File: src/rtl/core/qbs_fifo.sv
// two-entry queue between front and back end
module qbs_fifo #(
    parameter int WIDTH = 8
) (
    input  logic             i_clk,
    input  logic             i_rst_n,
    input  logic             i_wr,
    input  logic [WIDTH-1:0] i_data,
    output logic             o_full,
    input  logic             i_rd,
    output logic             o_empty,
    output logic [WIDTH-1:0] o_data
);

    localparam int DEPTH = 2;
    localparam int AW    = $clog2(DEPTH);

    logic [WIDTH-1:0] r_mem [DEPTH];
    logic [AW-1:0]    r_wp;
    logic [AW-1:0]    r_rp;
    logic [AW:0]      r_count;

    logic n_wr;
    logic n_rd;

    assign o_full  = (r_count == (AW+1)'(DEPTH));
    assign o_empty = (r_count == '0);
    assign n_wr    = i_wr && !o_full;
    assign n_rd    = i_rd && !o_empty;
    assign o_data  = r_mem[r_rp];

    // pointers and fill level
    always_ff @(posedge i_clk) begin
        if (!i_rst_n) begin
            r_wp    <= '0;
            r_rp    <= '0;
            r_count <= '0;
        end else begin
            if (n_wr) begin
                r_wp <= r_wp + AW'(1);
            end
            if (n_rd) begin
                r_rp <= r_rp + AW'(1);
            end
            if (n_wr && !n_rd) begin
                r_count <= r_count + (AW+1)'(1);
            end else if (n_rd && !n_wr) begin
                r_count <= r_count - (AW+1)'(1);
            end
        end
    end

    // storage
    always_ff @(posedge i_clk) begin
        if (n_wr) begin
            r_mem[r_wp] <= i_data;
        end
    end

endmodule

File: config.mk
export PLATFORM = sky130hd
export DESIGN_NAME = qbs_fifo
export DESIGN_NICKNAME = d
export VERILOG_FILES = /design/src/rtl/core/qbs_fifo.sv
export SDC_FILE = /design/constraint.sdc
export NUM_CORES = 1
export LEC_CHECK = 0
export ABC_AREA = 1
export BUFFER_PORTS_ARGS = -buffer_cell sky130_fd_sc_hd__buf_4
export CORE_MARGIN = 5
export CORE_UTILIZATION = 35
export DETAILED_ROUTE_END_ITERATION = 7
export GPL_TIMING_DRIVEN = 0
export HOLD_SLACK_MARGIN = 0.12
export PLACE_DENSITY = 0.66
export SKIP_CTS_REPAIR_TIMING = 1
export SYNTH_ARGS = -nofsm -noshare
export SYNTH_HDL_FRONTEND = slang
export SYNTH_SLANG_ARGS = --single-unit
File: constraint.sdc
create_clock -name i_clk -period 3.8 [get_ports i_clk]
set_input_delay 0.19 -clock i_clk [delete_from_list [all_inputs] [get_ports i_clk]]
set_output_delay 0.19 -clock i_clk [all_outputs]
set_load 0.01 [all_outputs]
==> impl_summary.log <==
INFO  metric final_layout_size_suffix_gt1_share = 41.7%
INFO  metric seqCellArea = 581 sq um
INFO  metric synthesized_net_count = 76
INFO  metric critPathRequiredTime = 3.74 ns
INFO  metric finish.net_count = 110
INFO  metric worst_setup_path_start_kind = flop
INFO  metric io_pins = 22
INFO  metric finalWorstSetupSlack = 2.23 ns
INFO  metric net-switching-power = 0.210 mW
INFO  metric tritoncts = done
INFO  metric worst_slew_margin_relative_to_its_limit = 52.0%
INFO  metric clk_pin_slew = 0.11 ns
INFO  metric grt_usage = 8.72%
INFO  metric relative_area_change_from_synthesis_to_final_layout = 36.1%
INFO  metric place.detailed.hpwl = 1.05 mm
INFO  metric detail_route.wirelength = 1.47 mm
INFO  metric yosys.area.top_type_share = 57.8%
INFO  metric grt_use_met2 = 15.3%
INFO  metric grt_max_degree = 13
INFO  metric wire_per_inst = 11.9 um
INFO  metric dp_slack = 2.23 ns
INFO  metric finalHoldViolCount = 0
INFO  metric synth_largest_area_cell = sky130_fd_sc_hd__edfxtp_1
INFO  metric setup-violations-final = 0
INFO  metric cellInternalPower = 0.445 mW
INFO  metric fin_setup_tns = 0 ns
INFO  metric worst_hold_slack = 0.141 ns
INFO  metric synthesis.instances = 63
INFO  metric ctsLongestPathBuffers = 2
INFO  metric initial_core_util = 37.2%
INFO  metric synth-seq-cells = 21
INFO  metric remaining_drc_errors = 0
INFO  metric ys_seq_area_share = 69.9%
INFO  metric synth_cell_type_count = 16
INFO  metric num-fill-cells = 205
INFO  metric drt_first_iter_violations = 12
INFO  metric antenna_violating_nets_post_route = 0
INFO  metric clock_insertion_delay_at_the_later_pin_of_the_skew_report = 0.30 ns
INFO  metric critical_path.max_fanout = 8
INFO  metric layout.cell_area.non_filler = 1130 sq um
INFO  metric chipHeight = 58.7 um
INFO  metric finalCritPeriodShare = 41.3%
INFO  metric total_die_area = 3450 sq um
INFO  metric syn_area_per_cell = 13.2 sq um
INFO  metric die-width = 58.7 um
INFO  metric drv_slew = 0
INFO  metric max_clock_freq = 638 MHz
INFO  metric clock_tree.htree_level_count = 1
INFO  metric critical_path.endpoint_type = flop
INFO  metric finalNonFillerCells = 124
INFO  metric number_of_global_route_vias_before_repair = 524
INFO  metric global_route_congestion_overflow_total = 0
INFO  metric total_leakage_power = 0.466 nW
INFO  metric multiInputGateArea = 211 sq um
INFO  metric detailroute.via_count = 559
INFO  metric drv.max_cap_violation_count = 0
INFO  metric gr-max-usage-layer = met2
INFO  metric drt_pre_antenna_iters = 4
INFO  metric run_status = finished, final reports clean
INFO  metric worst_hold_path_type = in2reg
INFO  metric cts_made_buffers = 3
INFO  metric clkSinkCount = 21
INFO  metric share_seq_of_total_power = 48.5%
INFO  metric avgViaCountPerCell = 4.51
INFO  metric floorplan.rows = 17
INFO  metric clock_power_share = 15.8%
INFO  metric rsz0062_at_grt = false
INFO  metric final_common_cell = sky130_fd_sc_hd__buf_4
INFO  metric core_area = 2230 sq um
INFO  metric dp.cells = 112
INFO  metric power.density = 579 nW/um^2
INFO  metric timing.reg2reg.setup_slack = 2.23 ns
INFO  metric power.combinational.fraction = 35.7%
INFO  metric layout_min_cycle_time = 1.57 ns
INFO  metric number_of_antenna_violations_at_the_first_check_in_global_routing = 0
INFO  metric antenna_cells_inserted = 0
INFO  metric switching_share = 32.1%
INFO  metric grt_pass1_wl = 2.22 mm
INFO  metric synth.yosys.warnings = 0
INFO  metric root_buffer = sky130_fd_sc_hd__clkbuf_4
INFO  metric ir_drop = 0.000404 V
INFO  metric syn_area = 831 sq um
INFO  metric cp_data_arrival_time = 1.51 ns
INFO  metric dpl-instance-area = 1020 sq um
INFO  metric groute.layer.met3.usage = 4.17%
INFO  metric gp_congestion = 0.658
INFO  metric synth.top_cells.by_area = sky130_fd_sc_hd__edfxtp_1 (58%), sky130_fd_sc_hd__dfxtp_1 (12%), sky130_fd_sc_hd__mux2_2 (11%)
INFO  metric setup.worst_path.class = reg2reg
INFO  metric global_route.usage.met1 = 9.05%
INFO  metric final_cell_mix = sky130_fd_sc_hd__buf_4 (21), sky130_fd_sc_hd__edfxtp_1 (16), sky130_fd_sc_hd__nor2_1 (9)
INFO  metric finClkSkew = 0.00443 ns
INFO  metric port-buffer-count = 21
INFO  metric tightest_slew = 0.717 ns
-- path summary, 6_finish.rpt --
check | from | endpoint | cells past startpoint
setup / recovery | r_count[0] | r_mem[0][7] | 2
hold / removal | i_rst_n | r_count[1] | 3
setup reg to reg | r_count[0] | r_mem[0][7] | 2
hold reg to reg | r_wp | r_wp | 2
-- routing by layer --
| metal | vias up | wire [um] |
|---|---|---|
| met2 | 19 | 751 |
| met1 | 258 | 568 |
| met3 | 2 | 146 |
| met5 | - | 0 |
| li1 | 280 | - |
| met4 | 0 | 8 |
-- critical path, cell delays in order, from the launching register on --
cell	delay, ns
sky130_fd_sc_hd__dfxtp_1	0.50
sky130_fd_sc_hd__o21ai_2	0.14
sky130_fd_sc_hd__nor2_1	0.57
-- per-stage QoR --
step / power [mW] / utilization [%]
after floorplan: 0.460 / -
after CTS: 0.659 / 47.1
final: 0.655 / 50.6
after detailed placement: 0.552 / 45.8
after global placement: 0.542 / 45.8
after global routing: 0.699 / 50.6
-- area by class of cell --
class	instances	area share (%)
Tap cell	28	3.10
Inverter	9	2.99
Sequential cell	21	51.3
Buffer	1	0.442
Clock buffer	3	1.99
Multi-Input combinational cell	32	18.7
Clock inverter	1	0.442
Timing Repair Buffer	29	21.0
-- synth_stat cells --
cell,n
sky130_fd_sc_hd__edfxtp_1,16
sky130_fd_sc_hd__nor2_1,9
sky130_fd_sc_hd__mux2_2,8
sky130_fd_sc_hd__inv_1,6
sky130_fd_sc_hd__nand2_1,6
sky130_fd_sc_hd__dfxtp_1,5
sky130_fd_sc_hd__inv_2,3
sky130_fd_sc_hd__o21ai_1,2
sky130_fd_sc_hd__a21oi_1,1
sky130_fd_sc_hd__buf_2,1
sky130_fd_sc_hd__ha_1,1
sky130_fd_sc_hd__nand3_1,1
sky130_fd_sc_hd__nand4_1,1
sky130_fd_sc_hd__nor2_2,1
sky130_fd_sc_hd__nor2_4,1
sky130_fd_sc_hd__o21ai_2,1
-- power by group through the flow --
stage	Combinational (mW)	Clock, mW	Sequential (mW)
6_report	0.233	0.104	0.317
5_1_grt	0.260	0.118	0.321
4_1_cts	0.232	0.109	0.318
3_5_place_dp	0.229	0	0.323
3_3_place_gp	0.222	0	0.319
2_1_floorplan	0.143	0	0.317
-- flip-flops by register name (all words and copies together), names as in the netlist, named ones only --
signal / count
r_wp: 1
r_count: 2
r_mem: 16
r_rp: 1
-- kinds of logic after synthesis --
| group | Yosys count | share of synthesized area (%) |
|---|---|---|
| and+or+nand+nor | 19 | 10.2 |
| adders and majority gates | 1 | 1.51 |
| DFF | 21 | 69.9 |
| muxes | 8 | 10.8 |
| AOI/OAI and AO/OA | 4 | 2.86 |
| buffers and inverters | 10 | 4.67 |
Power figures use the tool's default switching activity.
