==> src/rtl/core/qbs_pkg.sv <==
// shared constants and width helpers for the quadratic bezier sampler
package qbs_pkg;

    // default configuration
    localparam int SAMPLE_STEPS_DEF = 50;
    localparam int COORD_BITS_DEF   = 16;

    // result format
    localparam int OUT_BITS   = 24;
    localparam int IDX_BITS   = 6;
    localparam int FRAC_BITS  = 8;
    localparam int HALF_PIXEL = 128;

    // cycles from divider load until quotient and remainder are valid
    localparam int DIV_LAT = 2;

    // width of the scaled difference terms and of all quotients
    function automatic int num_bits(input int coord_bits);
        return coord_bits + 17;
    endfunction

    // width of a remainder against the divisor steps squared
    function automatic int rem_bits(input int steps);
        return $clog2(steps * steps + 1);
    endfunction

endpackage

==> src/rtl/core/qbs_div.sv <==
// divider by the constant steps squared: reciprocal multiply and one correction, floor rounding
module qbs_div #(
    parameter int SAMPLE_STEPS = qbs_pkg::SAMPLE_STEPS_DEF,
    parameter int COORD_BITS   = qbs_pkg::COORD_BITS_DEF
) (
    input  logic                                           i_clk,
    input  logic                                           i_rst_n,
    input  logic                                           i_load,
    input  logic signed [qbs_pkg::num_bits(COORD_BITS)-1:0] i_num,
    output logic        [qbs_pkg::num_bits(COORD_BITS)-1:0] o_quot,
    output logic        [qbs_pkg::rem_bits(SAMPLE_STEPS)-1:0] o_rem
);

    localparam int W  = qbs_pkg::num_bits(COORD_BITS);
    localparam int DW = qbs_pkg::rem_bits(SAMPLE_STEPS);
    localparam int D  = SAMPLE_STEPS * SAMPLE_STEPS;
    // dividend magnitudes stay below bit W-1
    localparam int MW = W - 1;
    // shift of the reciprocal: MW plus floor(log2 D), keeps the estimate at most one low
    localparam int SH = MW + DW - 1;
    localparam longint RECIP = (longint'(1) << SH) / longint'(D);
    localparam logic [MW:0] M = (MW+1)'(RECIP);

    logic [MW-1:0] r_mag;
    logic          r_neg;
    logic [W-1:0]  r_q0;
    logic [W-1:0]  r_q1;
    logic [DW:0]   r_r0;

    logic [W-1:0]    n_mag;
    logic [2*MW:0]   n_prod;
    logic [W-1:0]    n_q0;
    logic [W-1:0]    n_back;
    logic [DW:0]     n_r0;
    logic            n_fix;
    logic [W-1:0]    n_uq;
    logic [DW-1:0]   n_ur;

    // magnitude of the dividend
    assign n_mag = i_num[W-1] ? W'(-i_num) : W'(i_num);

    // quotient estimate and the remainder it leaves, in [0, 2D)
    always_comb begin
        n_prod = (2*MW+1)'(r_mag) * (2*MW+1)'(M);
        n_q0   = W'(n_prod >> SH);
        n_back = r_q0 * W'(D);
        n_r0   = (DW+1)'(W'(r_mag) - n_back);
    end

    // load stage, estimate stage, remainder stage
    always_ff @(posedge i_clk) begin
        if (!i_rst_n) begin
            r_neg <= 1'b0;
        end else if (i_load) begin
            r_neg <= i_num[W-1];
        end
        if (i_load) begin
            r_mag <= n_mag[MW-1:0];
        end
        r_q0 <= n_q0;
        r_q1 <= r_q0;
        r_r0 <= n_r0;
    end

    // correct a low estimate, then turn it into floor quotient and positive remainder
    always_comb begin
        n_fix = (r_r0 >= (DW+1)'(D));
        n_uq  = r_q1 + W'(n_fix);
        n_ur  = n_fix ? DW'(r_r0 - (DW+1)'(D)) : r_r0[DW-1:0];
        if (r_neg && (n_ur != '0)) begin
            o_quot = ~n_uq;
            o_rem  = DW'(D) - n_ur;
        end else if (r_neg) begin
            o_quot = W'(-n_uq);
            o_rem  = '0;
        end else begin
            o_quot = n_uq;
            o_rem  = n_ur;
        end
    end

endmodule

==> src/rtl/core/qbs_front.sv <==
// front end: takes control points and works out the difference terms
module qbs_front #(
    parameter int SAMPLE_STEPS = qbs_pkg::SAMPLE_STEPS_DEF,
    parameter int COORD_BITS   = qbs_pkg::COORD_BITS_DEF
) (
    input  logic                         i_clk,
    input  logic                         i_rst_n,
    input  logic                         push,
    output logic                         full,
    input  logic signed [COORD_BITS-1:0] i_start_x,
    input  logic signed [COORD_BITS-1:0] i_start_y,
    input  logic signed [COORD_BITS-1:0] i_ctrl_x,
    input  logic signed [COORD_BITS-1:0] i_ctrl_y,
    input  logic signed [COORD_BITS-1:0] i_end_x,
    input  logic signed [COORD_BITS-1:0] i_end_y,
    input  logic                         i_q_full,
    output logic                         o_q_wr,
    output logic [2*(COORD_BITS+2*qbs_pkg::num_bits(COORD_BITS)
                     +2*qbs_pkg::rem_bits(SAMPLE_STEPS))-1:0] o_q_data
);

    localparam int W  = qbs_pkg::num_bits(COORD_BITS);
    localparam int DW = qbs_pkg::rem_bits(SAMPLE_STEPS);
    localparam int CW = $clog2(qbs_pkg::DIV_LAT + 1);
    localparam logic signed [W-1:0] NS = W'(SAMPLE_STEPS);

    logic                         r_busy;
    logic [CW-1:0]                r_cnt;
    logic signed [COORD_BITS-1:0] r_p0x;
    logic signed [COORD_BITS-1:0] r_p0y;

    logic          n_accept;
    logic          n_done;
    logic          n_step;
    logic signed [W-1:0] n_ax, n_bx, n_ay, n_by;
    logic signed [W-1:0] n_d1x, n_d2x, n_d1y, n_d2y;
    logic [W-1:0]  q1x, q2x, q1y, q2y;
    logic [DW-1:0] r1x, r2x, r1y, r2y;

    // handshake and division sequencing
    assign n_done   = r_busy && (r_cnt == CW'(qbs_pkg::DIV_LAT));
    assign o_q_wr   = n_done && !i_q_full;
    assign full     = r_busy && !o_q_wr;
    assign n_accept = push && !full;
    assign n_step   = r_busy && (r_cnt != CW'(qbs_pkg::DIV_LAT));

    // second difference a = p0 - 2p1 + p2, first term b = 2(p1 - p0)
    always_comb begin
        n_ax  = W'(i_start_x) - (W'(i_ctrl_x) <<< 1) + W'(i_end_x);
        n_bx  = (W'(i_ctrl_x) - W'(i_start_x)) <<< 1;
        n_ay  = W'(i_start_y) - (W'(i_ctrl_y) <<< 1) + W'(i_end_y);
        n_by  = (W'(i_ctrl_y) - W'(i_start_y)) <<< 1;
        n_d1x = (NS * n_bx + n_ax) <<< qbs_pkg::FRAC_BITS;
        n_d2x = n_ax <<< (qbs_pkg::FRAC_BITS + 1);
        n_d1y = (NS * n_by + n_ay) <<< qbs_pkg::FRAC_BITS;
        n_d2y = n_ay <<< (qbs_pkg::FRAC_BITS + 1);
    end

    // control state
    always_ff @(posedge i_clk) begin
        if (!i_rst_n) begin
            r_busy <= 1'b0;
            r_cnt  <= '0;
        end else if (n_accept) begin
            r_busy <= 1'b1;
            r_cnt  <= '0;
        end else if (o_q_wr) begin
            r_busy <= 1'b0;
        end else if (n_step) begin
            r_cnt <= r_cnt + CW'(1);
        end
    end

    // start point held for the record
    always_ff @(posedge i_clk) begin
        if (n_accept) begin
            r_p0x <= i_start_x;
            r_p0y <= i_start_y;
        end
    end

    // four dividers run side by side
    qbs_div #(.SAMPLE_STEPS(SAMPLE_STEPS), .COORD_BITS(COORD_BITS)) u_div_d1x (
        .i_clk(i_clk), .i_rst_n(i_rst_n), .i_load(n_accept),
        .i_num(n_d1x), .o_quot(q1x), .o_rem(r1x)
    );
    qbs_div #(.SAMPLE_STEPS(SAMPLE_STEPS), .COORD_BITS(COORD_BITS)) u_div_d2x (
        .i_clk(i_clk), .i_rst_n(i_rst_n), .i_load(n_accept),
        .i_num(n_d2x), .o_quot(q2x), .o_rem(r2x)
    );
    qbs_div #(.SAMPLE_STEPS(SAMPLE_STEPS), .COORD_BITS(COORD_BITS)) u_div_d1y (
        .i_clk(i_clk), .i_rst_n(i_rst_n), .i_load(n_accept),
        .i_num(n_d1y), .o_quot(q1y), .o_rem(r1y)
    );
    qbs_div #(.SAMPLE_STEPS(SAMPLE_STEPS), .COORD_BITS(COORD_BITS)) u_div_d2y (
        .i_clk(i_clk), .i_rst_n(i_rst_n), .i_load(n_accept),
        .i_num(n_d2y), .o_quot(q2y), .o_rem(r2y)
    );

    // record for the back end
    assign o_q_data = {r_p0x, q1x, r1x, q2x, r2x, r_p0y, q1y, r1y, q2y, r2y};

endmodule

==> config.mk <==
export PLATFORM = sky130hd
export DESIGN_NAME = qbs_front
export DESIGN_NICKNAME = d
export VERILOG_FILES = /design/src/rtl/core/qbs_pkg.sv /design/src/rtl/core/qbs_div.sv /design/src/rtl/core/qbs_front.sv
export SDC_FILE = /design/constraint.sdc
export NUM_CORES = 2
export LEC_CHECK = 0
export ABC_CLOCK_PERIOD_IN_PS = 10400
export BUFFER_PORTS_ARGS = -buffer_cell sky130_fd_sc_hd__clkbuf_2
export CAP_MARGIN = 0
export CORE_ASPECT_RATIO = 0.8
export CORE_MARGIN = 2
export CORE_UTILIZATION = 59
export CTS_CLUSTER_SIZE = 20
export DETAILED_ROUTE_END_ITERATION = 6
export GPL_TIMING_DRIVEN = 0
export PLACE_DENSITY = 0.8
export SLEW_MARGIN = 20
export SYNTH_ARGS = -nofsm -noshare
export SYNTH_HDL_FRONTEND = slang
export SYNTH_SLANG_ARGS = --single-unit
==> constraint.sdc <==
create_clock -name i_clk -period 10.4 [get_ports i_clk]
set_input_delay 3.12 -clock i_clk [delete_from_list [all_inputs] [get_ports i_clk]]
set_output_delay 3.12 -clock i_clk [all_outputs]
set_load 0.01 [all_outputs]
==> results_dict.tcl <==
set metrics [dict create \
    root_buffer "clkbuf_16" \
    multi_input_comb_area_um2 62510 \
    grt_pass1_wl_um 312100 \
    dp_hpwl_um 164100 \
    vias 56480 \
    areaGrowthSynthToFinish_pct 6.902 \
    crit_required_ns 10.77 \
    fin_cells 10410 \
    fin_util 0.6344 \
    numPlacedInstances 10330 \
    wl_um 190500 \
    holdBufCountCts 0 \
    viasPerCell 5.424 \
    post-route-period-util 0.9754 \
    hold_depth 0 \
    dieHeight_um 331.7 \
    netlist_area_um2 79210 \
    timing.final.crit_period_ns 10.14 \
    synth_cell_types 97 \
    r2r-end "u_div_d1y.r_q0[20]" \
    drt_iter0_drc 3465 \
    layout.nets 11570 \
    cts_tree "done" \
    wire_per_inst_um 18.29 \
    drtPass1Iterations 6 \
    dieArea_um2 137200 \
    synth_top_cell_by_area "fa_1" \
    cts_max_level 2 \
    port_buffers 305 \
    met3_usage 0.06034 \
    synth_flop_cell "dfxtp_1" \
    async_flop_share 0 \
    synth_edf_count 124 \
    start_kind "input port" \
    reg2reg_from "u_div_d1y.r_mag[23]" \
    drv_cap 0 \
    finClkSkew_ns 0.03590 \
    die_w_um 413.6 \
    yosysWarnings 0 \
    ios 314 \
    grt_usage 0.2865 \
    clk_pin_slew_ns 0.06 \
    ys_seq_area_frac 0.1014 \
    slowest_delay_ns 0.66 \
    critPathKind "input port to flip-flop" \
    fillers 10710 \
    drtAntennaViolNets 0 \
    critPathCapture "u_div_d1y.r_mag[15]" \
    clock-sinks 339 \
    end_kind "flip-flop" \
    rsz0062_at_grt "no" \
    finalSetupViolations 0 \
    hold_class "flip-flop to flip-flop" \
    cp_max_fo 10 \
    synth_area_leaders "fa_1 32%, ha_1 26%, inv_1 11%, dfxtp_1 5.4%, edfxtp_1 4.7%" \
    cp_common_cell "ha_1" \
    drive_gt1_frac 0.05440 \
    grt_busiest_layer "met2" \
    grtUsageMet2 0.4511 \
    met1_usage 0.4065 \
    insertion_delay_ns 0.64 \
    yosys.cell_count.top_type "inv_1" \
    ff2ff_setup_slack_ns 1.54 \
    reg2reg_depth 24 \
    initial_core_util 0.5934 \
    core_area_um2 133500 \
    grt_remaining_overflow 0 \
    numCtsBuffers 41 \
    finalHoldViolCount 0 \
    syn-instance-count 8238 \
    place_congestion 0.9513 \
    yosysTopAreaCellShare 0.3159 \
    arrival_ns 10.51 \
    yosys-top-cells-count "2266 x inv_1, 1615 x ha_1, 1250 x fa_1, 393 x xnor2_1, 278 x nor2_1" \
    worst_pin_slew_ns 1.213 \
    worstSetupStartpoint "i_start_y[2]" \
    ff_latch_area_um2 8028 \
    cts.path.max_buffers 3 \
    grt_pass1_vias 59290 \
    antenna_found_initial 8 \
    status "complete, no violations" \
    fin_hold_ws_ns 0.3206 \
    avgSynthCellArea_um2 9.615 \
    max_freq_mhz 98.58 \
    rows 120 \
    synth-seq-cells 339 \
    max_slew_margin 0.1880 \
    grt_max_degree 52 \
    drc 0 \
    critPathSlowestCell "a21boi_0" \
    maxSlewViolCount 0 \
]
## how the worst min path moves through the flow
stage | endpoint | start | slack [ns]
floorplan | u_div_d1x.r_q1[11] | u_div_d1x.r_q0[11] | 0.31
global placement | u_div_d1y.r_q1[14] | u_div_d1y.r_q0[14] | 0.31
detailed placement | u_div_d2x.r_q1[13] | u_div_d2x.r_q0[13] | 0.31
global route | u_div_d2y.r_q1[13] | u_div_d2y.r_q0[13] | 0.32
CTS | u_div_d2y.r_q1[12] | u_div_d2y.r_q0[12] | 0.32
finish | u_div_d2y.r_q1[12] | u_div_d2y.r_q0[12] | 0.32
## what timing repair did
item                                    4_1_cts  5_1_grt
resized for setup                            10       30
setup buffers                                 0        3
gates cloned                                  0        0
endpoints found under the setup margin       37       48
pin swaps                                     1        5
## worst max-delay path: cells and delay by family
kind,cells,cell delay [ns]
and+or+nand+nor,5,0.95
adders and majority gates,6,1.98
AOI/OAI and AO/OA,9,2.65
xor gates and xnor gates,4,1.04
buffers and inverters,6,0.78
## registers in the layout (all words and copies together) (netlist names), 21 cells and up
| name | cells |
|---|---|
| u_div_d1x.r_mag | 24 |
| u_div_d1y.r_mag | 24 |
| u_div_d2x.r_mag | 22 |
| u_div_d2y.r_mag | 22 |
| u_div_d1x.r_q0 | 21 |
| u_div_d1y.r_q0 | 21 |
| u_div_d2x.r_q0 | 21 |
| u_div_d2y.r_q0 | 21 |
## final cells by class
| cell class | instances | share of cell area |
|---|---|---|
| multi-input cells | 5562 | 0.7382 |
| flip-flops and latches | 339 | 0.09481 |
| well taps | 1769 | 0.02614 |
| clock inverters | 22 | 0.002172 |
| diodes | 4 | 0.0001182 |
| inverters | 2268 | 0.1005 |
| plain buffers | 82 | 0.004477 |
| clock buffers | 53 | 0.01377 |
| repair buffers | 314 | 0.01974 |
## per-layer routing
layer | up-vias | wire length, µm
met5 | - | 25
met4 | 4 | 4384
met3 | 267 | 15640
met2 | 1651 | 85590
met1 | 27730 | 84860
li1 | 26830 | -
## metrics by stage
stage          setup TNS, ns  worst slack [ns]  cell area [µm²]
2_1_floorplan              0            0.4267            79260
3_3_place_gp          -39.69            -1.397            83000
3_5_place_dp          -46.79            -1.616            83130
4_1_cts                    0           0.02888            84520
5_1_grt                    0           0.02371            84670
6_report                   0            0.2564            84670
## cells in the final DEF, fill, tap and decap left out, types with 138 or more instances in the layout
master,n
nor2_1,278
inv_1,2266
fa_1,1250
ha_1,1615
nand3_1,138
clkbuf_2,307
xnor2_1,382
o21ai_0,189
xor2_1,218
a21oi_1,250
nand2_1,262
dfxtp_1,215
## logic make-up (layout without fill, tap and decap cells)
family | count (synthesis) | in the layout | share of synthesized area
adder cells (fa/ha/maj) | 2865 | 2865 | 0.5711
flip-flops | 339 | 339 | 0.1014
AO/OA/AOI/OAI | 923 | 923 | 0.07494
AND/OR/NAND/NOR | 1119 | 1119 | 0.06930
XOR/XNOR | 612 | 612 | 0.06767
other | 1 | 20 | 0.00004734
buffers and inverters | 2352 | 2739 | 0.1121
multiplexers | 27 | 27 | 0.003491
Power is not shown: default switching activity piles up to over one toggle a cycle in this logic, so the estimate is an artifact.
