[src/rtl/core/qbs_pkg.sv]
// shared constants and width helpers for the quadratic bezier sampler
package qbs_pkg;

    // default configuration
    localparam int SAMPLE_STEPS_DEF = 50;
    localparam int COORD_BITS_DEF   = 16;

    // result format
    localparam int OUT_BITS   = 24;
    localparam int IDX_BITS   = 6;
    localparam int FRAC_BITS  = 8;
    localparam int HALF_PIXEL = 128;

    // cycles from divider load until quotient and remainder are valid
    localparam int DIV_LAT = 2;

    // width of the scaled difference terms and of all quotients
    function automatic int num_bits(input int coord_bits);
        return coord_bits + 17;
    endfunction

    // width of a remainder against the divisor steps squared
    function automatic int rem_bits(input int steps);
        return $clog2(steps * steps + 1);
    endfunction

endpackage

[src/rtl/core/qbs_back.sv]
// back end: forward differencing in quotient and remainder form, one sample a cycle while the output register is free
module qbs_back #(
    parameter int SAMPLE_STEPS = qbs_pkg::SAMPLE_STEPS_DEF,
    parameter int COORD_BITS   = qbs_pkg::COORD_BITS_DEF
) (
    input  logic                                 i_clk,
    input  logic                                 i_rst_n,
    input  logic                                 i_rec_valid,
    input  logic [2*(COORD_BITS+2*qbs_pkg::num_bits(COORD_BITS)
                     +2*qbs_pkg::rem_bits(SAMPLE_STEPS))-1:0] i_rec,
    output logic                                 o_rec_take,
    output logic                                 empty,
    input  logic                                 pop,
    output logic signed [qbs_pkg::OUT_BITS-1:0]  o_point_x,
    output logic signed [qbs_pkg::OUT_BITS-1:0]  o_point_y,
    output logic [qbs_pkg::IDX_BITS-1:0]         o_sample_index,
    output logic                                 o_is_last
);

    localparam int W  = qbs_pkg::num_bits(COORD_BITS);
    localparam int DW = qbs_pkg::rem_bits(SAMPLE_STEPS);
    localparam int D  = SAMPLE_STEPS * SAMPLE_STEPS;
    localparam int IB = qbs_pkg::IDX_BITS;
    localparam int OB = qbs_pkg::OUT_BITS;
    localparam logic signed [W:0] V_MAX = (W+1)'(2 ** (OB - 1) - 1);
    localparam logic signed [W:0] V_MIN = (W+1)'(-(2 ** (OB - 1)));

    // record fields
    logic signed [COORD_BITS-1:0] p0x, p0y;
    logic [W-1:0]  q1x, q2x, q1y, q2y;
    logic [DW-1:0] r1x, r2x, r1y, r2y;

    // stepper state
    logic          r_active;
    logic [IB-1:0] r_k;
    logic [W-1:0]  r_qx, r_dqx, r_q2x, r_qy, r_dqy, r_q2y;
    logic [DW-1:0] r_rx, r_drx, r_r2x, r_ry, r_dry, r_r2y;

    // output register
    logic                 r_ov;
    logic signed [OB-1:0] r_px, r_py;
    logic [IB-1:0]        r_idx;
    logic                 r_last;

    logic               n_out_ready;
    logic               n_emit;
    logic               n_at_end;
    logic               n_load;
    logic [W+DW-1:0]    n_sx, n_dx, n_sy, n_dy;
    logic signed [OB-1:0] n_vx, n_vy;

    assign {p0x, q1x, r1x, q2x, r2x, p0y, q1y, r1y, q2y, r2y} = i_rec;

    // add two values kept as quotient and remainder against the divisor
    function automatic logic [W+DW-1:0] qr_add(
        input logic [W-1:0]  qa,
        input logic [DW-1:0] ra,
        input logic [W-1:0]  qb,
        input logic [DW-1:0] rb
    );
        logic [DW:0]   sum;
        logic          carry;
        logic [DW-1:0] rem;
        sum   = {1'b0, ra} + {1'b0, rb};
        carry = (sum >= (DW+1)'(D));
        rem   = carry ? DW'(sum - (DW+1)'(D)) : sum[DW-1:0];
        return {qa + qb + W'(carry), rem};
    endfunction

    // half-pixel offset and clamp to the result range
    function automatic logic signed [OB-1:0] to_point(input logic [W-1:0] q);
        logic signed [W:0] v;
        v = (W+1)'(signed'(q)) + (W+1)'(qbs_pkg::HALF_PIXEL);
        if (v > V_MAX) begin
            v = V_MAX;
        end else if (v < V_MIN) begin
            v = V_MIN;
        end
        return v[OB-1:0];
    endfunction

    // handshake between stepper and output register
    assign n_out_ready = !r_ov || pop;
    assign n_emit      = r_active && n_out_ready;
    assign n_at_end    = (r_k == IB'(SAMPLE_STEPS));
    assign n_load      = i_rec_valid && (!r_active || (n_emit && n_at_end));
    assign o_rec_take  = n_load;

    // next differences
    always_comb begin
        n_sx = qr_add(r_qx, r_rx, r_dqx, r_drx);
        n_dx = qr_add(r_dqx, r_drx, r_q2x, r_r2x);
        n_sy = qr_add(r_qy, r_ry, r_dqy, r_dry);
        n_dy = qr_add(r_dqy, r_dry, r_q2y, r_r2y);
        n_vx = to_point(r_qx);
        n_vy = to_point(r_qy);
    end

    // control state
    always_ff @(posedge i_clk) begin
        if (!i_rst_n) begin
            r_active <= 1'b0;
            r_k      <= '0;
            r_ov     <= 1'b0;
        end else begin
            if (n_load) begin
                r_active <= 1'b1;
                r_k      <= '0;
            end else if (n_emit) begin
                r_active <= !n_at_end;
                r_k      <= r_k + IB'(1);
            end
            if (n_emit) begin
                r_ov <= 1'b1;
            end else if (pop) begin
                r_ov <= 1'b0;
            end
        end
    end

    // accumulators: start at 256*p0 with remainder half the divisor
    always_ff @(posedge i_clk) begin
        if (n_load) begin
            r_qx  <= W'(p0x) <<< qbs_pkg::FRAC_BITS;
            r_rx  <= DW'(D / 2);
            r_dqx <= q1x;
            r_drx <= r1x;
            r_q2x <= q2x;
            r_r2x <= r2x;
            r_qy  <= W'(p0y) <<< qbs_pkg::FRAC_BITS;
            r_ry  <= DW'(D / 2);
            r_dqy <= q1y;
            r_dry <= r1y;
            r_q2y <= q2y;
            r_r2y <= r2y;
        end else if (n_emit) begin
            {r_qx, r_rx}   <= n_sx;
            {r_dqx, r_drx} <= n_dx;
            {r_qy, r_ry}   <= n_sy;
            {r_dqy, r_dry} <= n_dy;
        end
    end

    // result payload
    always_ff @(posedge i_clk) begin
        if (n_emit) begin
            r_px   <= n_vx;
            r_py   <= n_vy;
            r_idx  <= r_k;
            r_last <= n_at_end;
        end
    end

    assign empty          = !r_ov;
    assign o_point_x      = r_px;
    assign o_point_y      = r_py;
    assign o_sample_index = r_idx;
    assign o_is_last      = r_last;

endmodule

[config.mk]
export PLATFORM = sky130hd
export DESIGN_NAME = qbs_back
export DESIGN_NICKNAME = d
export VERILOG_FILES = /design/src/rtl/core/qbs_pkg.sv /design/src/rtl/core/qbs_back.sv
export SDC_FILE = /design/constraint.sdc
export NUM_CORES = 1
export LEC_CHECK = 0
export BUFFER_PORTS_ARGS = -buffer_cell sky130_fd_sc_hd__buf_2
export CORE_MARGIN = 3
export CORE_UTILIZATION = 49
export CTS_CLUSTER_DIAMETER = 200
export DETAILED_ROUTE_END_ITERATION = 12
export PLACE_DENSITY = 0.69
export SETUP_SLACK_MARGIN = 0.5
export SLEW_MARGIN = 10
export SYNTH_ARGS = -nofsm -noshare
export SYNTH_HDL_FRONTEND = slang
export SYNTH_SLANG_ARGS = --single-unit
export TNS_END_PERCENT = 30
[constraint.sdc]
create_clock -name i_clk -period 8.4 [get_ports i_clk]
set_clock_uncertainty 0.1 [all_clocks]
set_input_delay 1.26 -clock i_clk [delete_from_list [all_inputs] [get_ports i_clk]]
set_output_delay 1.26 -clock i_clk [all_outputs]
set_load 0.005 [all_outputs]
==> results.md, run 1 <==
- Core Rows: 77
- Sequential power share: 26.6%
- Port Buf Inserts: 272
- # hold bufs at CTS: 0
- Fin worst setup slack: 1.86 ns
- Yosys Warn Count: 0
- Hold Path End: r_ry[0]
- Seq cells post-synth: 333
- Tcrit/Tclk final: 77.9%
- Minimum clock period after layout: 6.54 ns
- # DRC: 0
- First-pass GRT wire length: 90600 µm
- Crit Reg-Reg Endpoint: r_dqy[32]
- Max-cap violation count: 0
- Hold path depth: 2
- Die X: 219 µm
- Syn Nets: 2722
- Slowest CP cell: fa_1
- DRT antenna net count: 0
- Async SR Flop Fraction: 0%
- HP Start: r_ry[0]
- Outcome: finished clean
- Reg clk slew, reported paths: 0.06 ns
- Routed WL: 57700 µm
- Die Y: 219 µm
- Area Growth Syn to Fin: 15.6%
- Ports: 273
- FF-to-FF path depth: 22
- Post-synthesis sequential area ratio: 42.6%
- P_leak: 10.5 nW
- Post-Syn Instances: 2310
- CP Buf/Inv Count: 1
- Dpl ws: 1.91 ns
- Share of layout cells above drive strength 1: 15.1%
- TritonCTS clock tree: yes
- Initial Util: 50.0%
- Htree depth: 2
- Crit path kind: register to register
- Sw Ratio: 40.9%
- Initial antenna violation count: 10
- Total power: 9.86 mW
- Clock power share: 20.1%
- Max frequency: 153 MHz
- CP top delay family: compound AO/OA/AOI/OAI gates
- PD cells: 382 nW/µm²
- Pint: 5.83 mW
- Largest net degree at the start of global routing: 184
- Vias in the first global route: 17900
- Critical Path Fanout Max: 11
- Most frequent cell after synthesis: edfxtp_1
- Final Max Slew Viols: 0
- Via density: 5.73
- First-pass iteration count of the detailed router: 5
- Setup TNS: 0 ns
- Comb power frac: 53.3%
- R2R Setup Slk: 1.86 ns
- Total track usage: 23.6%
- GRT overflow: 0
- Slew of the pin with the lowest slew margin: 1.18 ns
- Unrepaired setup endpoints after global routing: false
- Worst Path Arrival: 6.73 ns
- Yosys top cell area share: 38.3%
- Maximum VDD drop: 0.193 mV
- Clock Latency Late Sink: 0.57 ns
- Most common flop cell mapped by yosys: edfxtp_1
- Crit path capture type: register
- Detail Placement HPWL: 43400 µm
- Total CTS buffers: 40
- RR Startpoint: r_dry[0]
- Mean post-synth cell area: 9.66 µm²
- Final setup vio count: 0
- WL/cell: 18.0 µm
- CP Cell Sequence: ha_1, fa_1, a21o_1, a21oi_1, xor2_1, a21boi_0, nand3_1, a211oi_1, o21ai_0, buf_4, fa_1, fa_1, a211oi_1, o21ai_0, a211o_1, a32oi_1, nand3_1, a31oi_1, o21ai_0, a311oi_1, xnor2_1, o21ai_0
- Psw: 4.03 mW
- Top post-synthesis cells by area: edfxtp_1 (38%), ha_1 (10%), o21ai_0 (4.8%)
- Nets: 2982
- Detailed Route Iter0 Violations: 1152
- HP Class: register to register
- Critical Path Start Type: register
- DIE AREA: 48200 µm²
- Setup bufs post-CTS: 0
- CTS Sinks: 333
- Post-CTS sizing: 0
- Final hold vios: 0
- Routed via count: 18300
- Post-synth EDFFs: 285
- Root Buffer: clkbuf_16
- Slew HR: 20.6%
- Largest stage delay, worst path: 0.44 ns
- Max Root-Sink Buffers: 3
- Core ar.: 44600 µm²
- CP dominant cell by count: o21ai_0
- Worst EP required: 8.58 ns
- Post-Syn Area: 22300 µm²
- Synth area leader: edfxtp_1
- Top post-synthesis cells by count: edfxtp_1 (285), nand2_1 (249), o21ai_0 (214)
- Netlist cell types: 79
- GPL Wtd Cong: 0.900
## worst reg2reg max path, stage by stage, from the launching register on
cell      delay [ns]
edfxtp_1        0.39
ha_1            0.26
fa_1            0.44
a21o_1          0.21
a21oi_1         0.27
xor2_1          0.33
a21boi_0        0.35
nand3_1         0.14
a211oi_1        0.26
o21ai_0         0.11
buf_4           0.19
fa_1            0.42
fa_1            0.44
a211oi_1        0.22
o21ai_0         0.17
a211o_1         0.38
a32oi_1         0.42
nand3_1         0.12
a31oi_1         0.26
o21ai_0         0.22
a311oi_1        0.35
xnor2_1         0.15
o21ai_0         0.08
## through the flow
step	hold WS, ns	area, µm²	util [%]	cells
finish	0.362	25800	57.9	3201
global route	0.401	25800	57.9	3198
CTS	0.363	25800	57.8	3194
detailed placement	0.355	24300	54.5	3120
global placement	0.353	24300	54.5	3120
floorplan	0.332	22300	-	2310
## state kept, by name, indices dropped and copies added (netlist names), 6 cells and up
| name | cells |
|---|---|
| r_r2x | 12 |
| r_dqx | 33 |
| r_qy | 33 |
| r_q2y | 33 |
| r_dry | 12 |
| r_q2x | 33 |
| o_point_y | 24 |
| r_r2y | 12 |
| r_k | 6 |
| r_qx | 33 |
| r_dqy | 33 |
| r_ry | 12 |
| o_point_x | 24 |
| r_rx | 12 |
| o_sample_index | 6 |
| r_drx | 12 |
## worst max path at each step
stage                     cells after the start  slack [ns]         end  startpoint
final                                        22        1.86   r_dqy[32]    r_dry[0]
after detailed placement                     22        1.91   r_dqy[32]    r_dry[0]
after global routing                         22        1.23   r_dqy[32]    r_dry[0]
after CTS                                    22        1.88   r_dqy[32]    r_dry[0]
after floorplan                               8        2.03  o_rec_take         pop
after global placement                       22        1.97   r_dqy[32]    r_dry[0]
## layer usage
| metal | up-vias | track usage, % | routed length, µm |
|---|---|---|---|
| li1 | 9133 | - | - |
| met1 | 8583 | 30.5 | 25000 |
| met2 | 502 | 39.3 | 27000 |
| met3 | 118 | 4.42 | 3670 |
| met4 | 8 | 8.92 | 1890 |
| met5 | - | 0 | 41 |
## cells in the final DEF, fill, tap and decap left out, drive strengths merged, types with 7 or more instances in the layout
master,n
a31oi,22
nand4,24
nand2b,27
nand3,73
xor2,97
buf,282
o211ai,19
nor2b,22
diode,7
fa,12
nor2,159
or3,14
nor3,34
o21ai,217
inv,85
and3,21
a211oi,33
or2,9
nor4,13
a21boi,9
o31ai,21
o21a,25
bufinv,11
nand2,249
a21oi,215
xnor2,111
a21o,68
edfxtp,285
dfxtp,48
o21bai,16
clkbuf,48
nor3b,7
ha,184
a211o,8
and2,17
## power groups by stage
| stage | combinational, mW | sequential [mW] | clock, mW |
|---|---|---|---|
| after floorplan | 4.23 | 2.53 | 0 |
| after global placement | 5.06 | 2.64 | 0 |
| after detailed placement | 5.19 | 2.66 | 0 |
| after CTS | 5.24 | 2.62 | 2.02 |
| after global routing | 5.92 | 2.66 | 2.09 |
| final | 5.26 | 2.63 | 1.98 |
## logic make-up (layout without fill, tap and decap cells)
logic type,after synthesis,count (layout),synth area share (%)
xor gates and xnor gates,208,208,8.16
muxes,10,10,0.476
buffers and inverters,143,435,2.42
and+or+nand+nor,691,691,14.6
other,0,7,0
AOI/OAI and AO/OA,729,729,20.3
adders and majority gates,196,196,11.4
DFF,333,333,42.6
## final cells by class
cell class	instances	area (µm²)
clock buffers	48	1050
inverters	79	312
diodes	7	17.5
well taps	592	741
flip-flops and latches	333	9520
multi-input cells	1834	12300
clock inverters	26	445
repair buffers	282	1450
fillers	3796	18800
(Power assumes the default switching activity.)
==> inputs of run 2 (changes only) <==
--- a/config.mk
+++ b/config.mk
@@ -10,7 +10,7 @@
 export CORE_UTILIZATION = 49
 export CTS_CLUSTER_DIAMETER = 200
 export DETAILED_ROUTE_END_ITERATION = 12
-export PLACE_DENSITY = 0.69
+export PLACE_DENSITY = 0.72
 export SETUP_SLACK_MARGIN = 0.5
 export SLEW_MARGIN = 10
 export SYNTH_ARGS = -nofsm -noshare
==> constraint.sdc (replaced) <==
create_clock -name i_clk -period 5.7 [get_ports i_clk]
set_clock_uncertainty 0.1 [all_clocks]
set_input_delay 0.855 -clock i_clk [delete_from_list [all_inputs] [get_ports i_clk]]
set_output_delay 0.855 -clock i_clk [all_outputs]
set_load 0.005 [all_outputs]
==> results.md, run 2 (synthesis results as in run 1) <==
- HP Start: i_rec[3]
- Critical Path Start Type: register
- Worst EP required: 5.91 ns (-2.67 ns)
- Clock Latency Late Sink: 0.56 ns (about the same)
- Detailed Route Iter0 Violations: 1371 (+19%)
- Unrepaired setup endpoints after global routing: true
- CP startpoint: r_dry[0]
- Core ar.: 44600 µm² (unchanged)
- Maximum VDD drop: 0.386 mV (+100%)
- R2R Setup Slk: 0.02 ns (-1.83 ns)
- Die Y: 219 µm (unchanged)
- Slew HR: 21.6% (+0.98 points)
- DIE AREA: 48200 µm² (unchanged)
- Fillers: 3624 (-4.5%)
- Vias in the first global route: 18600 (+4.0%)
- Root Buffer: clkbuf_16
- Initial Util: 50.0% (unchanged)
- Port Buf Inserts: 272 (unchanged)
- TritonCTS clock tree: yes
- Critical Path Sink: r_dqy[16]
- Nets: 3113 (+4.4%)
- Outcome: finished clean
- # DRC: 0 (unchanged)
- PD cells: 591 nW/µm² (+55%)
- FF-to-FF path depth: 21 (-4.5%)
- Crit Reg-Reg Endpoint: r_dqy[16]
- DRT antenna net count: 0 (unchanged)
- Max Root-Sink Buffers: 3 (unchanged)
- Final Max Slew Viols: 0 (unchanged)
- Slew of the pin with the lowest slew margin: 1.17 ns (-0.0146 ns)
- Dpl ws: 0.0158 ns (-1.90 ns)
- Via density: 5.77 (+0.69%)
- Tcrit/Tclk final: 99.6% (+22 points)
- Critical Path Fanout Max: 3 (-8)
- Fin worst setup slack: 0.0247 ns (-1.83 ns)
- Area Growth Syn to Fin: 22.9%
- Final setup vio count: 0 (unchanged)
- Non-Filler Instances: 3329 (+4.0%)
- Crit path kind: register to register
- Post-layout util: 61.5% (+3.6 points)
- Htree depth: 2 (unchanged)
- Most common cell after layout, fill and taps aside: edfxtp_1
- # hold bufs at CTS: 0 (unchanged)
- GPL Wtd Cong: 0.957 (+6.4%)
- Core Rows: 77 (unchanged)
- Largest net degree at the start of global routing: 123 (-33%)
- Routed via count: 19200 (+4.7%)
- GRT overflow: 0 (unchanged)
- First-pass GRT wire length: 95400 µm (+5.3%)
- Cell count after placement: 3161 (+1.3%)
- Detail Placement HPWL: 44600 µm (+2.6%)
- CTS Sinks: 333 (unchanged)
- Final hold vios: 0 (unchanged)
- Initial antenna violation count: 10 (unchanged)
- Crit path capture type: register
- Most frequent cells in the layout: edfxtp_1 (285), buf_2 (272), nand2_1 (247), a21oi_1 (183), ha_1 (179)
- Max frequency: 176 MHz (+15%)
- HP Class: input port to register
- RR Startpoint: r_dry[0]
- Max-cap violation count: 0 (unchanged)
- Die X: 219 µm (unchanged)
- Reg clk slew, reported paths: 0.06 ns (about the same)
- Total track usage: 24.8% (+1.2 points)
- WL/cell: 18.6 µm (+3.5%)
- Minimum clock period after layout: 5.68 ns (-0.868 ns)
- Routed WL: 62100 µm (+7.6%)
- Ports: 273 (unchanged)
- Total CTS buffers: 40 (unchanged)
- P_leak: 11.2 nW (+6.8%)
- Share of layout cells above drive strength 1: 23.8% (+8.7 points)
- First-pass iteration count of the detailed router: 5 (unchanged)
- Worst Path Arrival: 5.88 ns (-0.85 ns)
## run 2: metal layers
layer / up-vias / routed length (µm) / share of wire, % / global-route usage (%)
met5: - / 59 / 0.095 / 0
met1: 9120 / 26400 / 43 / 32.0
met4: 8 / 1890 / 3.0 / 8.79
li1: 9378 / - / - / -
met3: 128 / 3580 / 5.8 / 4.11
met2: 575 / 30200 / 49 / 42.2
## run 2: stage by stage
| step | hold slack [ns] | cell area [µm²] | setup TNS, ns | total power [mW] |
|---|---|---|---|---|
| floorplan | 0.332 | 22400 | 0 | 10.0 |
| global placement | 0.352 | 24700 | 0 | 11.9 |
| detailed placement | 0.358 | 24700 | 0 | 12.1 |
| CTS | 0.343 | 26800 | 0 | 15.5 |
| global route | 0.350 | 27400 | -0.839 | 17.4 |
| finish | 0.368 | 27400 | 0 | 16.2 |
## run 2: worst min-delay path by stage
stage | endpoint | cells past startpoint
after detailed placement | r_ry[0] | 2
after CTS | r_q2y[18] | 1
after global routing | r_q2y[32] | 1
final | r_r2y[3] | 1
after floorplan | r_rx[3] | 2
after global placement | r_ry[0] | 2
## run 2: final cells by class
type / instances / area (µm²) / share of cell area (%)
Tap cell: 592 / 741 / 2.70
Sequential cell: 333 / 9520 / 34.7
Antenna cell: 6 / 15.0 / 0.0547
Clock inverter: 24 / 205 / 0.748
Inverter: 79 / 312 / 1.14
Timing Repair Buffer: 413 / 2500 / 9.11
Multi-Input combinational cell: 1834 / 13000 / 47.6
Clock buffer: 48 / 1090 / 3.99
## run 2: what timing repair did
action | 4_1_cts | 5_1_grt
gates resized for setup | 76 | 111
endpoints found under the setup margin | 55 | 72
hold endpoints to repair | 0 | 0
buffers inserted | 72 | 18
pin swaps | 74 | 120
## run 2: report_power, final
group / switching, mW / internal, mW / total (mW)
registers: 0.477 / 3.40 / 3.88
clock network: 1.04 / 1.50 / 2.54
logic: 5.20 / 4.59 / 9.80
## run 2: critical path, cell delays in order, from the launching register on
cell and delay (ns):
edfxtp_1 0.43, ha_4 0.20, fa_2 0.39, a21o_1 0.18, a21oi_2 0.18, o211ai_1 0.14
xnor2_1 0.30, nor4_2 0.12, a211oi_2 0.26, o21ai_2 0.12, fa_2 0.38, fa_2 0.36
a211oi_2 0.26, o21ai_2 0.09, a211o_1 0.32, and2_4 0.19, o21a_1 0.19, o21a_1 0.20
o31a_1 0.27, o21a_1 0.19, or3_1 0.31, a31o_2 0.24
